## src/hw/rtl/sha256_pkg.sv

```systemverilog
// Package with SHA-256 beat types, constants and round functions.
`default_nettype none
package sha256_pkg;

  typedef struct packed {
    logic       operation;
    logic [7:0] data_byte;
  } in_beat_t;

  typedef struct packed {
    logic [31:0] digest_word;
    logic [2:0]  word_index;
    logic        last;
  } out_beat_t;

  localparam logic OP_DATA   = 1'b0;
  localparam logic OP_FINISH = 1'b1;

  localparam logic [7:0] PAD_BYTE = 8'h80;
  localparam logic [6:0] LEN_POS  = 7'd56;

  function automatic logic [31:0] round_k(input logic [5:0] i);
    logic [31:0] k;
    case (i)
      6'd0: k = 32'h428a2f98;  6'd1: k = 32'h71374491;
      6'd2: k = 32'hb5c0fbcf;  6'd3: k = 32'he9b5dba5;
      6'd4: k = 32'h3956c25b;  6'd5: k = 32'h59f111f1;
      6'd6: k = 32'h923f82a4;  6'd7: k = 32'hab1c5ed5;
      6'd8: k = 32'hd807aa98;  6'd9: k = 32'h12835b01;
      6'd10: k = 32'h243185be; 6'd11: k = 32'h550c7dc3;
      6'd12: k = 32'h72be5d74; 6'd13: k = 32'h80deb1fe;
      6'd14: k = 32'h9bdc06a7; 6'd15: k = 32'hc19bf174;
      6'd16: k = 32'he49b69c1; 6'd17: k = 32'hefbe4786;
      6'd18: k = 32'h0fc19dc6; 6'd19: k = 32'h240ca1cc;
      6'd20: k = 32'h2de92c6f; 6'd21: k = 32'h4a7484aa;
      6'd22: k = 32'h5cb0a9dc; 6'd23: k = 32'h76f988da;
      6'd24: k = 32'h983e5152; 6'd25: k = 32'ha831c66d;
      6'd26: k = 32'hb00327c8; 6'd27: k = 32'hbf597fc7;
      6'd28: k = 32'hc6e00bf3; 6'd29: k = 32'hd5a79147;
      6'd30: k = 32'h06ca6351; 6'd31: k = 32'h14292967;
      6'd32: k = 32'h27b70a85; 6'd33: k = 32'h2e1b2138;
      6'd34: k = 32'h4d2c6dfc; 6'd35: k = 32'h53380d13;
      6'd36: k = 32'h650a7354; 6'd37: k = 32'h766a0abb;
      6'd38: k = 32'h81c2c92e; 6'd39: k = 32'h92722c85;
      6'd40: k = 32'ha2bfe8a1; 6'd41: k = 32'ha81a664b;
      6'd42: k = 32'hc24b8b70; 6'd43: k = 32'hc76c51a3;
      6'd44: k = 32'hd192e819; 6'd45: k = 32'hd6990624;
      6'd46: k = 32'hf40e3585; 6'd47: k = 32'h106aa070;
      6'd48: k = 32'h19a4c116; 6'd49: k = 32'h1e376c08;
      6'd50: k = 32'h2748774c; 6'd51: k = 32'h34b0bcb5;
      6'd52: k = 32'h391c0cb3; 6'd53: k = 32'h4ed8aa4a;
      6'd54: k = 32'h5b9cca4f; 6'd55: k = 32'h682e6ff3;
      6'd56: k = 32'h748f82ee; 6'd57: k = 32'h78a5636f;
      6'd58: k = 32'h84c87814; 6'd59: k = 32'h8cc70208;
      6'd60: k = 32'h90befffa; 6'd61: k = 32'ha4506ceb;
      6'd62: k = 32'hbef9a3f7; default: k = 32'hc67178f2;
    endcase
    return k;
  endfunction

  function automatic logic [31:0] init_h(input logic [2:0] i);
    logic [31:0] h;
    case (i)
      3'd0: h = 32'h6a09e667; 3'd1: h = 32'hbb67ae85;
      3'd2: h = 32'h3c6ef372; 3'd3: h = 32'ha54ff53a;
      3'd4: h = 32'h510e527f; 3'd5: h = 32'h9b05688c;
      3'd6: h = 32'h1f83d9ab; default: h = 32'h5be0cd19;
    endcase
    return h;
  endfunction

  function automatic logic [31:0] rotr(input logic [31:0] v, input int n);
    return (v >> n) | (v << (32 - n));
  endfunction

endpackage
`default_nettype wire

```

## src/hw/rtl/sha256_message_hasher_top.sv

```systemverilog
// Top level of the byte-serial SHA-256 message hasher.
//
// Usage: each input beat carries an operation and a data byte. A data beat
// (operation 0) appends its byte to the message; a finish beat (operation 1)
// pads the message, hashes the last block or two, and returns the digest as
// eight output beats, word 0 first, the eighth marked by last. The hasher
// then starts over from the initial hash value, so a new message may follow.
//
// Timing: a data beat that does not fill the block leaves ready high. The
// beat that fills a block starts the compression: a load of the sixteen
// block words, 64 rounds at one a cycle through a single round unit, and
// a final step that adds the working words into the hash words; ready is
// low throughout. A finish beat first writes padding one byte a cycle into
// the block buffer (64 minus the buffered byte count), then runs the
// compression; with 56 or more bytes buffered a second pass of 64 padding
// bytes and a second compression follow. The digest words then leave one
// a cycle while the receiver takes them. The message schedule lives in a
// 16-word sliding window, and the block buffer is a 16-word memory written
// a byte at a time and read one word per cycle.
//
// Reset (rst, synchronous) restores the initial hash value and clears the
// counts. If the receiver stalls, the current digest beat is held until
// taken and no input is accepted until the eighth digest beat leaves.
`default_nettype none
module sha256_message_hasher_top
  import sha256_pkg::*;
(
  input  wire logic      clk,
  input  wire logic      rst,
  input  wire logic      in_valid,
  output logic           in_ready,
  input  wire in_beat_t  in_data,
  output logic           out_valid,
  input  wire logic      out_ready,
  output out_beat_t      out_data
);

  localparam logic [2:0] ST_IDLE = 3'd0;  // accepting beats
  localparam logic [2:0] ST_LOAD = 3'd1;  // loading W[0..15] from the buffer
  localparam logic [2:0] ST_RND  = 3'd2;  // compression rounds
  localparam logic [2:0] ST_ADD  = 3'd3;  // fold working words into hash
  localparam logic [2:0] ST_PAD  = 3'd4;  // write padding bytes
  localparam logic [2:0] ST_OUT  = 3'd5;  // emit digest

  logic [2:0]  state;
  logic [31:0] hash [8];
  logic [31:0] work [8];
  logic [31:0] wwin [16];
  logic [31:0] mem [16];
  logic [6:0]  fill;
  logic [60:0] msg_bytes;
  logic [6:0]  step;        // round counter and pad / load pointer
  logic        finishing;   // pad flow active
  logic        final_blk;   // this compression is the last of a finish
  logic [63:0] bit_len;
  logic [2:0]  out_idx;
  logic [31:0] rd_word;

  // Block buffer: one byte written per cycle, one 32-bit word read.
  logic        wr_en;
  logic [5:0]  wr_addr;
  logic [7:0]  wr_byte;
  logic [3:0]  rd_addr;

  always_ff @(posedge clk) begin
    if (wr_en) begin
      mem[wr_addr[5:2]][{~wr_addr[1:0], 3'b000} +: 8] <= wr_byte;
    end
    rd_word <= mem[rd_addr];
  end

  // Round unit.
  logic [31:0] w_cur, s0, s1, w_new, ch, mj, e1, a1, t1, t2;
  always_comb begin
    s0 = rotr(wwin[1], 7) ^ rotr(wwin[1], 18) ^ (wwin[1] >> 3);
    s1 = rotr(wwin[14], 17) ^ rotr(wwin[14], 19) ^ (wwin[14] >> 10);
    w_new = wwin[0] + s0 + wwin[9] + s1;
    w_cur = (step < 7'd16) ? wwin[step[3:0]] : w_new;
    ch = (work[4] & work[5]) ^ (~work[4] & work[6]);
    mj = (work[0] & work[1]) ^ (work[0] & work[2]) ^ (work[1] & work[2]);
    e1 = rotr(work[4], 6) ^ rotr(work[4], 11) ^ rotr(work[4], 25);
    a1 = rotr(work[0], 2) ^ rotr(work[0], 13) ^ rotr(work[0], 22);
    t1 = work[7] + e1 + ch + round_k(step[5:0]) + w_cur;
    t2 = a1 + mj;
  end

  logic in_fire, out_fire;
  assign in_ready  = (state == ST_IDLE);
  assign in_fire   = in_valid && in_ready;
  assign out_valid = (state == ST_OUT);
  assign out_fire  = out_valid && out_ready;
  assign out_data.digest_word = hash[out_idx];
  assign out_data.word_index  = out_idx;
  assign out_data.last        = (out_idx == 3'd7);

  // Pad bytes: 0x80, zeros, then in the final block the length big-endian.
  // The extra block of a finish carries no pad byte, which fill 64 marks.
  always_comb begin
    wr_en   = 1'b0;
    wr_addr = fill[5:0];
    wr_byte = in_data.data_byte;
    rd_addr = step[3:0];
    if (in_fire && in_data.operation == OP_DATA) begin
      wr_en = 1'b1;
    end else if (state == ST_PAD) begin
      wr_en   = 1'b1;
      wr_addr = step[5:0];
      if (step[5:0] == fill[5:0] && !fill[6]) begin
        wr_byte = PAD_BYTE;
      end else if (step >= {1'b0, LEN_POS[5:0]} && final_blk) begin
        wr_byte = bit_len[8'(63 - 8 * int'(step[2:0])) -: 8];
      end else begin
        wr_byte = 8'h00;
      end
    end
  end

  always_ff @(posedge clk) begin
    if (rst) begin
      state     <= ST_IDLE;
      fill      <= '0;
      msg_bytes <= '0;
      step      <= '0;
      finishing <= 1'b0;
      final_blk <= 1'b0;
      out_idx   <= '0;
      for (int i = 0; i < 8; i++) begin
        hash[i] <= init_h(3'(i));
      end
    end else begin
      case (state)
        ST_IDLE: begin
          if (in_fire) begin
            if (in_data.operation == OP_DATA) begin
              msg_bytes <= msg_bytes + 61'd1;
              if (fill == 7'd63) begin
                fill  <= '0;
                step  <= '0;
                state <= ST_LOAD;
              end else begin
                fill <= fill + 7'd1;
              end
            end else begin
              bit_len   <= {msg_bytes, 3'b000};
              finishing <= 1'b1;
              // Length fits after the pad byte only when fill is below 56.
              final_blk <= (fill < LEN_POS);
              step      <= {1'b0, fill[5:0]};
              state     <= ST_PAD;
            end
          end
        end
        ST_PAD: begin
          if (step == 7'd63) begin
            step  <= '0;
            state <= ST_LOAD;
          end else begin
            step <= step + 7'd1;
          end
        end
        ST_LOAD: begin
          // Word step is read; its data lands in the next cycle.
          if (step != 7'd0) begin
            wwin[step[3:0] - 4'd1] <= rd_word;
          end
          if (step == 7'd16) begin
            step <= '0;
            for (int i = 0; i < 8; i++) begin
              work[i] <= hash[i];
            end
            state <= ST_RND;
          end else begin
            step <= step + 7'd1;
          end
        end
        ST_RND: begin
          if (step >= 7'd16) begin
            for (int i = 0; i < 15; i++) begin
              wwin[i] <= wwin[i + 1];
            end
            wwin[15] <= w_new;
          end
          work[7] <= work[6]; work[6] <= work[5]; work[5] <= work[4];
          work[4] <= work[3] + t1;
          work[3] <= work[2]; work[2] <= work[1]; work[1] <= work[0];
          work[0] <= t1 + t2;
          if (step == 7'd63) begin
            state <= ST_ADD;
          end
          step <= step + 7'd1;
        end
        ST_ADD: begin
          for (int i = 0; i < 8; i++) begin
            hash[i] <= hash[i] + work[i];
          end
          step <= '0;
          if (!finishing) begin
            state <= ST_IDLE;
          end else if (final_blk) begin
            out_idx <= '0;
            state   <= ST_OUT;
          end else begin
            // Extra block: zeros then the length, no pad byte this time.
            final_blk <= 1'b1;
            fill      <= 7'd64;
            state     <= ST_PAD;
          end
        end
        ST_OUT: begin
          if (out_fire) begin
            out_idx <= out_idx + 3'd1;
            if (out_idx == 3'd7) begin
              for (int i = 0; i < 8; i++) begin
                hash[i] <= init_h(3'(i));
              end
              fill      <= '0;
              msg_bytes <= '0;
              finishing <= 1'b0;
              final_blk <= 1'b0;
              state     <= ST_IDLE;
            end
          end
        end
        default: state <= ST_IDLE;
      endcase
    end
  end

  // The block never takes input while a digest is pending.
  a_no_in_during_out: assert property (@(posedge clk) disable iff (rst)
    out_valid |-> !in_ready) else $error("input ready during digest");
  // Fill count stays inside the buffer while accepting bytes.
  a_fill_range: assert property (@(posedge clk) disable iff (rst)
    in_ready |-> fill < 7'd64) else $error("fill count out of range");
  // Digest beats leave in order.
  a_idx_step: assert property (@(posedge clk) disable iff (rst)
    out_fire && !out_data.last |=> out_valid && out_idx == $past(out_idx) + 3'd1)
    else $error("digest index skipped");
  // Rounds always end with the hash update.
  a_rnd_add: assert property (@(posedge clk) disable iff (rst)
    state == ST_RND && step == 7'd63 |=> state == ST_ADD)
    else $error("round count mismatch");

endmodule
`default_nettype wire
```

## config.mk

```make
export PLATFORM = sky130hd
export DESIGN_NAME = sha256_message_hasher_top
export DESIGN_NICKNAME = d
export VERILOG_FILES = /design/src/hw/rtl/sha256_pkg.sv /design/src/hw/rtl/sha256_message_hasher_top.sv
export SDC_FILE = /design/constraint.sdc
export NUM_CORES = 2
export LEC_CHECK = 0
export BUFFER_PORTS_ARGS = -buffer_cell sky130_fd_sc_hd__buf_2
export CORE_MARGIN = 1.5
export CORE_UTILIZATION = 58
export CTS_CLUSTER_DIAMETER = 80
export DETAILED_ROUTE_END_ITERATION = 10
export GPL_TIMING_DRIVEN = 1
export PLACE_DENSITY = 0.77
export SLEW_MARGIN = 10
export SYNTH_ARGS = -nofsm -noshare
export SYNTH_HDL_FRONTEND = slang
export SYNTH_SLANG_ARGS = --single-unit
```

## constraint.sdc

```tcl
create_clock -name clk -period 21.7 [get_ports clk]
set_clock_uncertainty 0.1 [all_clocks]
set_input_delay 2.17 -clock clk [delete_from_list [all_inputs] [get_ports clk]]
set_output_delay 2.17 -clock clk [all_outputs]
set_load 0.1 [all_outputs]
```

==> results.cfg <==
[run_status]
outcome = completed

[placement]
place_congestion = 1.02
pre_cts_ws_ps = 10510
io_buffers = 50
hpwl_um = 219000

[flow_run]
cap_violations = 0

[clock_network]
worstSkewPairLatency_ps = 890
ctsResizeCount = 0
cts-root-buf = clkbuf_16
clkSinkCount = 1751
cts_buffers = 185
cts-htree-levels = 4
path_clk_slew_ps = 70
postCtsSetupBuffers = 0
postCtsHoldBufs = 0
cts_tree = yes
cts_buffer_depth = 3

[drt]
route.detailed.drc = 0
wl_per_cell_um = 28.4
ant_nets = 0
drt_iter0_drc = 10300
finalWirelength_um = 315000
avgViaCountPerCell = 6.63
drt_pass1_iterations = 7
via_count = 73400

[synth]
ys.flop_type = edfxtp_1
ys_seq_area_share_pct = 49.0
synth_area_per_cell_sq_um = 11.6
yosys_warnings = 0
syn_inst = 8749
synthArstFlopShare_pct = 0
syn_area_sq_mm = 0.101
synth_edf_count = 1469
syn-num-nets = 9360
yosysUniqueCellTypes = 102
ys_ff_latch = 1751

[global_routing]
grt_pass1_wl_um = 466000
antenna_found_initial = 16
grt_pass1_vias = 70600
grt_usage_pct = 35.2
grt_max_degree = 231
grt-ovfl-total = 0

[worst_setup_path]
critPathLaunchType = flop
crit_required_ps = 22170
critPathCaptureType = flop
cpMostUsedCell = fa_1
slowest_stage = o31ai_1
slowest_delay_ps = 950
crit_type = flop to flop
arrival_ps = 11940
worstPathMaxFanout = 5

[sta]
tightest_slew_ps = 1290
max_freq_mhz = 87.2
rsz0062_at_grt = false
setup_violations = 0
hold_violations = 0
tns_ps = 0
maxSlewHeadroom_pct = 14.1
setup_ws_ps = 10230
period_minus_slack_ps = 11470
period_share_pct = 52.9
slew_violations = 0

[layout]
final_cell_mix = 1469 x edfxtp_1, 1099 x nand2_1, 690 x a21o_1
fill_cells = 13100
final_common_cell = edfxtp_1
drive_gt1_share_pct = 11.4
synthToLayoutAreaGrowth_pct = 8.64
num-nets-final = 9181

[floorplan]
fp-row-count = 153
die_w_um = 421
initial_core_util_pct = 58.4
die-area_sq_mm = 0.177
fp.dieH_um = 421
num_io_pins = 51
design.core.area_sq_mm = 0.174

[power_and_ir_drop]
p_per_area_mw_per_mm2 = 139
ir_drop_mv = 0.294
p_leak_uw = 0.0430

[min_path]
min_path_type = flop to flop
stage by stage:
step | total power (uW) | hold slack, ps | cells | utilization, % | area [sq um]
2_1_floorplan | 9850 | 317 | 8749 | - | 101000
3_3_place_gp | 11600 | 321 | 10700 | 59.7 | 104000
3_5_place_dp | 11800 | 342 | 10700 | 59.7 | 104000
4_1_cts | 15100 | 358 | 11100 | 63.4 | 110000
5_1_grt | 16200 | 388 | 11100 | 63.4 | 110000
6_report | 15300 | 370 | 11100 | 63.4 | 110000
path summary, 6_finish.rpt:
check                 from     endpoint  slack [ps]  cells past startpoint
max reg2reg   wwin[14][18]  work[0][28]       10230                     44
min reg2reg  msg_bytes[43]  bit_len[46]         370                      0
min          msg_bytes[43]  bit_len[46]         370                      0
max           wwin[14][18]  work[0][28]       10230                     44
final cells by class:
cell class	count	area, sq um	share of cell area [%]
clock buffers	256	5250	4.76
inverters	427	1620	1.47
flip-flops and latches	1751	49800	45.2
well taps	2325	2910	2.64
multi-input cells	6050	48400	43.9
clock inverters	96	1210	1.10
repair buffers	155	1110	1.01
diodes	6	15.0	0.0136
state kept, by name (all words and copies together), names as in the netlist, named ones only:
register	count
bit_len	61
fill	7
final_blk	1
finishing	1
hash	256
mem	512
msg_bytes	61
out_idx	3
rd_word	32
state	3
step	7
work	256
wwin	512
layer usage:
layer | vias to the layer above | share of wire, % | wire length [um] | GRT usage (%)
met4 | 6 | 4.1 | 13000 | 13.5
met5 | - | 0.013 | 41 | 0
li1 | 31700 | - | - | -
met3 | 689 | 12 | 39000 | 9.84
met2 | 4503 | 43 | 136000 | 51.1
met1 | 36600 | 40 | 126000 | 50.3
synth_stat cells, drive strengths merged (11+ instances only):
cell / n / area (sq um)
edfxtp: 1469 / 44100
nand2: 1103 / 4140
a21o: 691 / 5190
nor2: 493 / 1860
a21oi: 484 / 2420
clkbuf: 425 / 1630
o21ai: 425 / 2130
inv: 424 / 1590
ha: 403 / 5040
xnor2: 400 / 3510
mux4: 398 / 8960
dfxtp: 282 / 5650
xor2: 220 / 1930
fa: 195 / 3900
nor3: 115 / 596
nand3: 110 / 551
buf: 96 / 449
nand2b: 80 / 500
o21bai: 69 / 518
or3: 64 / 400
mux2i: 52 / 521
nor2b: 52 / 325
and2: 50 / 313
and3: 50 / 319
o21a: 49 / 369
a31oi: 46 / 303
o211ai: 45 / 338
a211oi: 43 / 323
mux2: 40 / 450
o31ai: 28 / 229
nand4: 26 / 163
a211o: 21 / 185
maj3: 20 / 200
o22ai: 20 / 125
a2111oi: 18 / 176
a21boi: 16 / 124
a311oi: 16 / 140
nor4: 15 / 109
nand3b: 14 / 105
o311ai: 14 / 123
or2: 14 / 87.6
a221oi: 12 / 105
nor3b: 11 / 82.6
where the power goes:
part           internal [uW]  switching, uW  leakage [uW]
clock network           1900           1460       0.00313
logic                   3310           4740        0.0241
registers               3810           91.7        0.0157
cell families (layout without fill, tap and decap cells):
| kind of cell | after synthesis | in the layout | share of synthesized area, % |
|---|---|---|---|
| adders and majority gates | 618 | 618 | 9.01 |
| DFF | 1751 | 1751 | 49.0 |
| AOI/OAI and AO/OA | 2098 | 2098 | 13.5 |
| buffers and inverters | 948 | 934 | 3.64 |
| muxes | 490 | 490 | 9.79 |
| and+or+nand+nor | 2224 | 2224 | 9.65 |
| xor gates and xnor gates | 620 | 620 | 5.36 |
| other | 0 | 6 | 0 |
critical path: cells and delay by family, from the launching register on:
family	cells	cell delay, ps
adder cells (fa/ha/maj)	10	4210
AO/OA/AOI/OAI	16	3740
XOR/XNOR	5	1200
AND/OR/NAND/NOR	7	1050
flip-flops	1	520
buffers and inverters	6	360
Power figures use the tool's default switching activity.
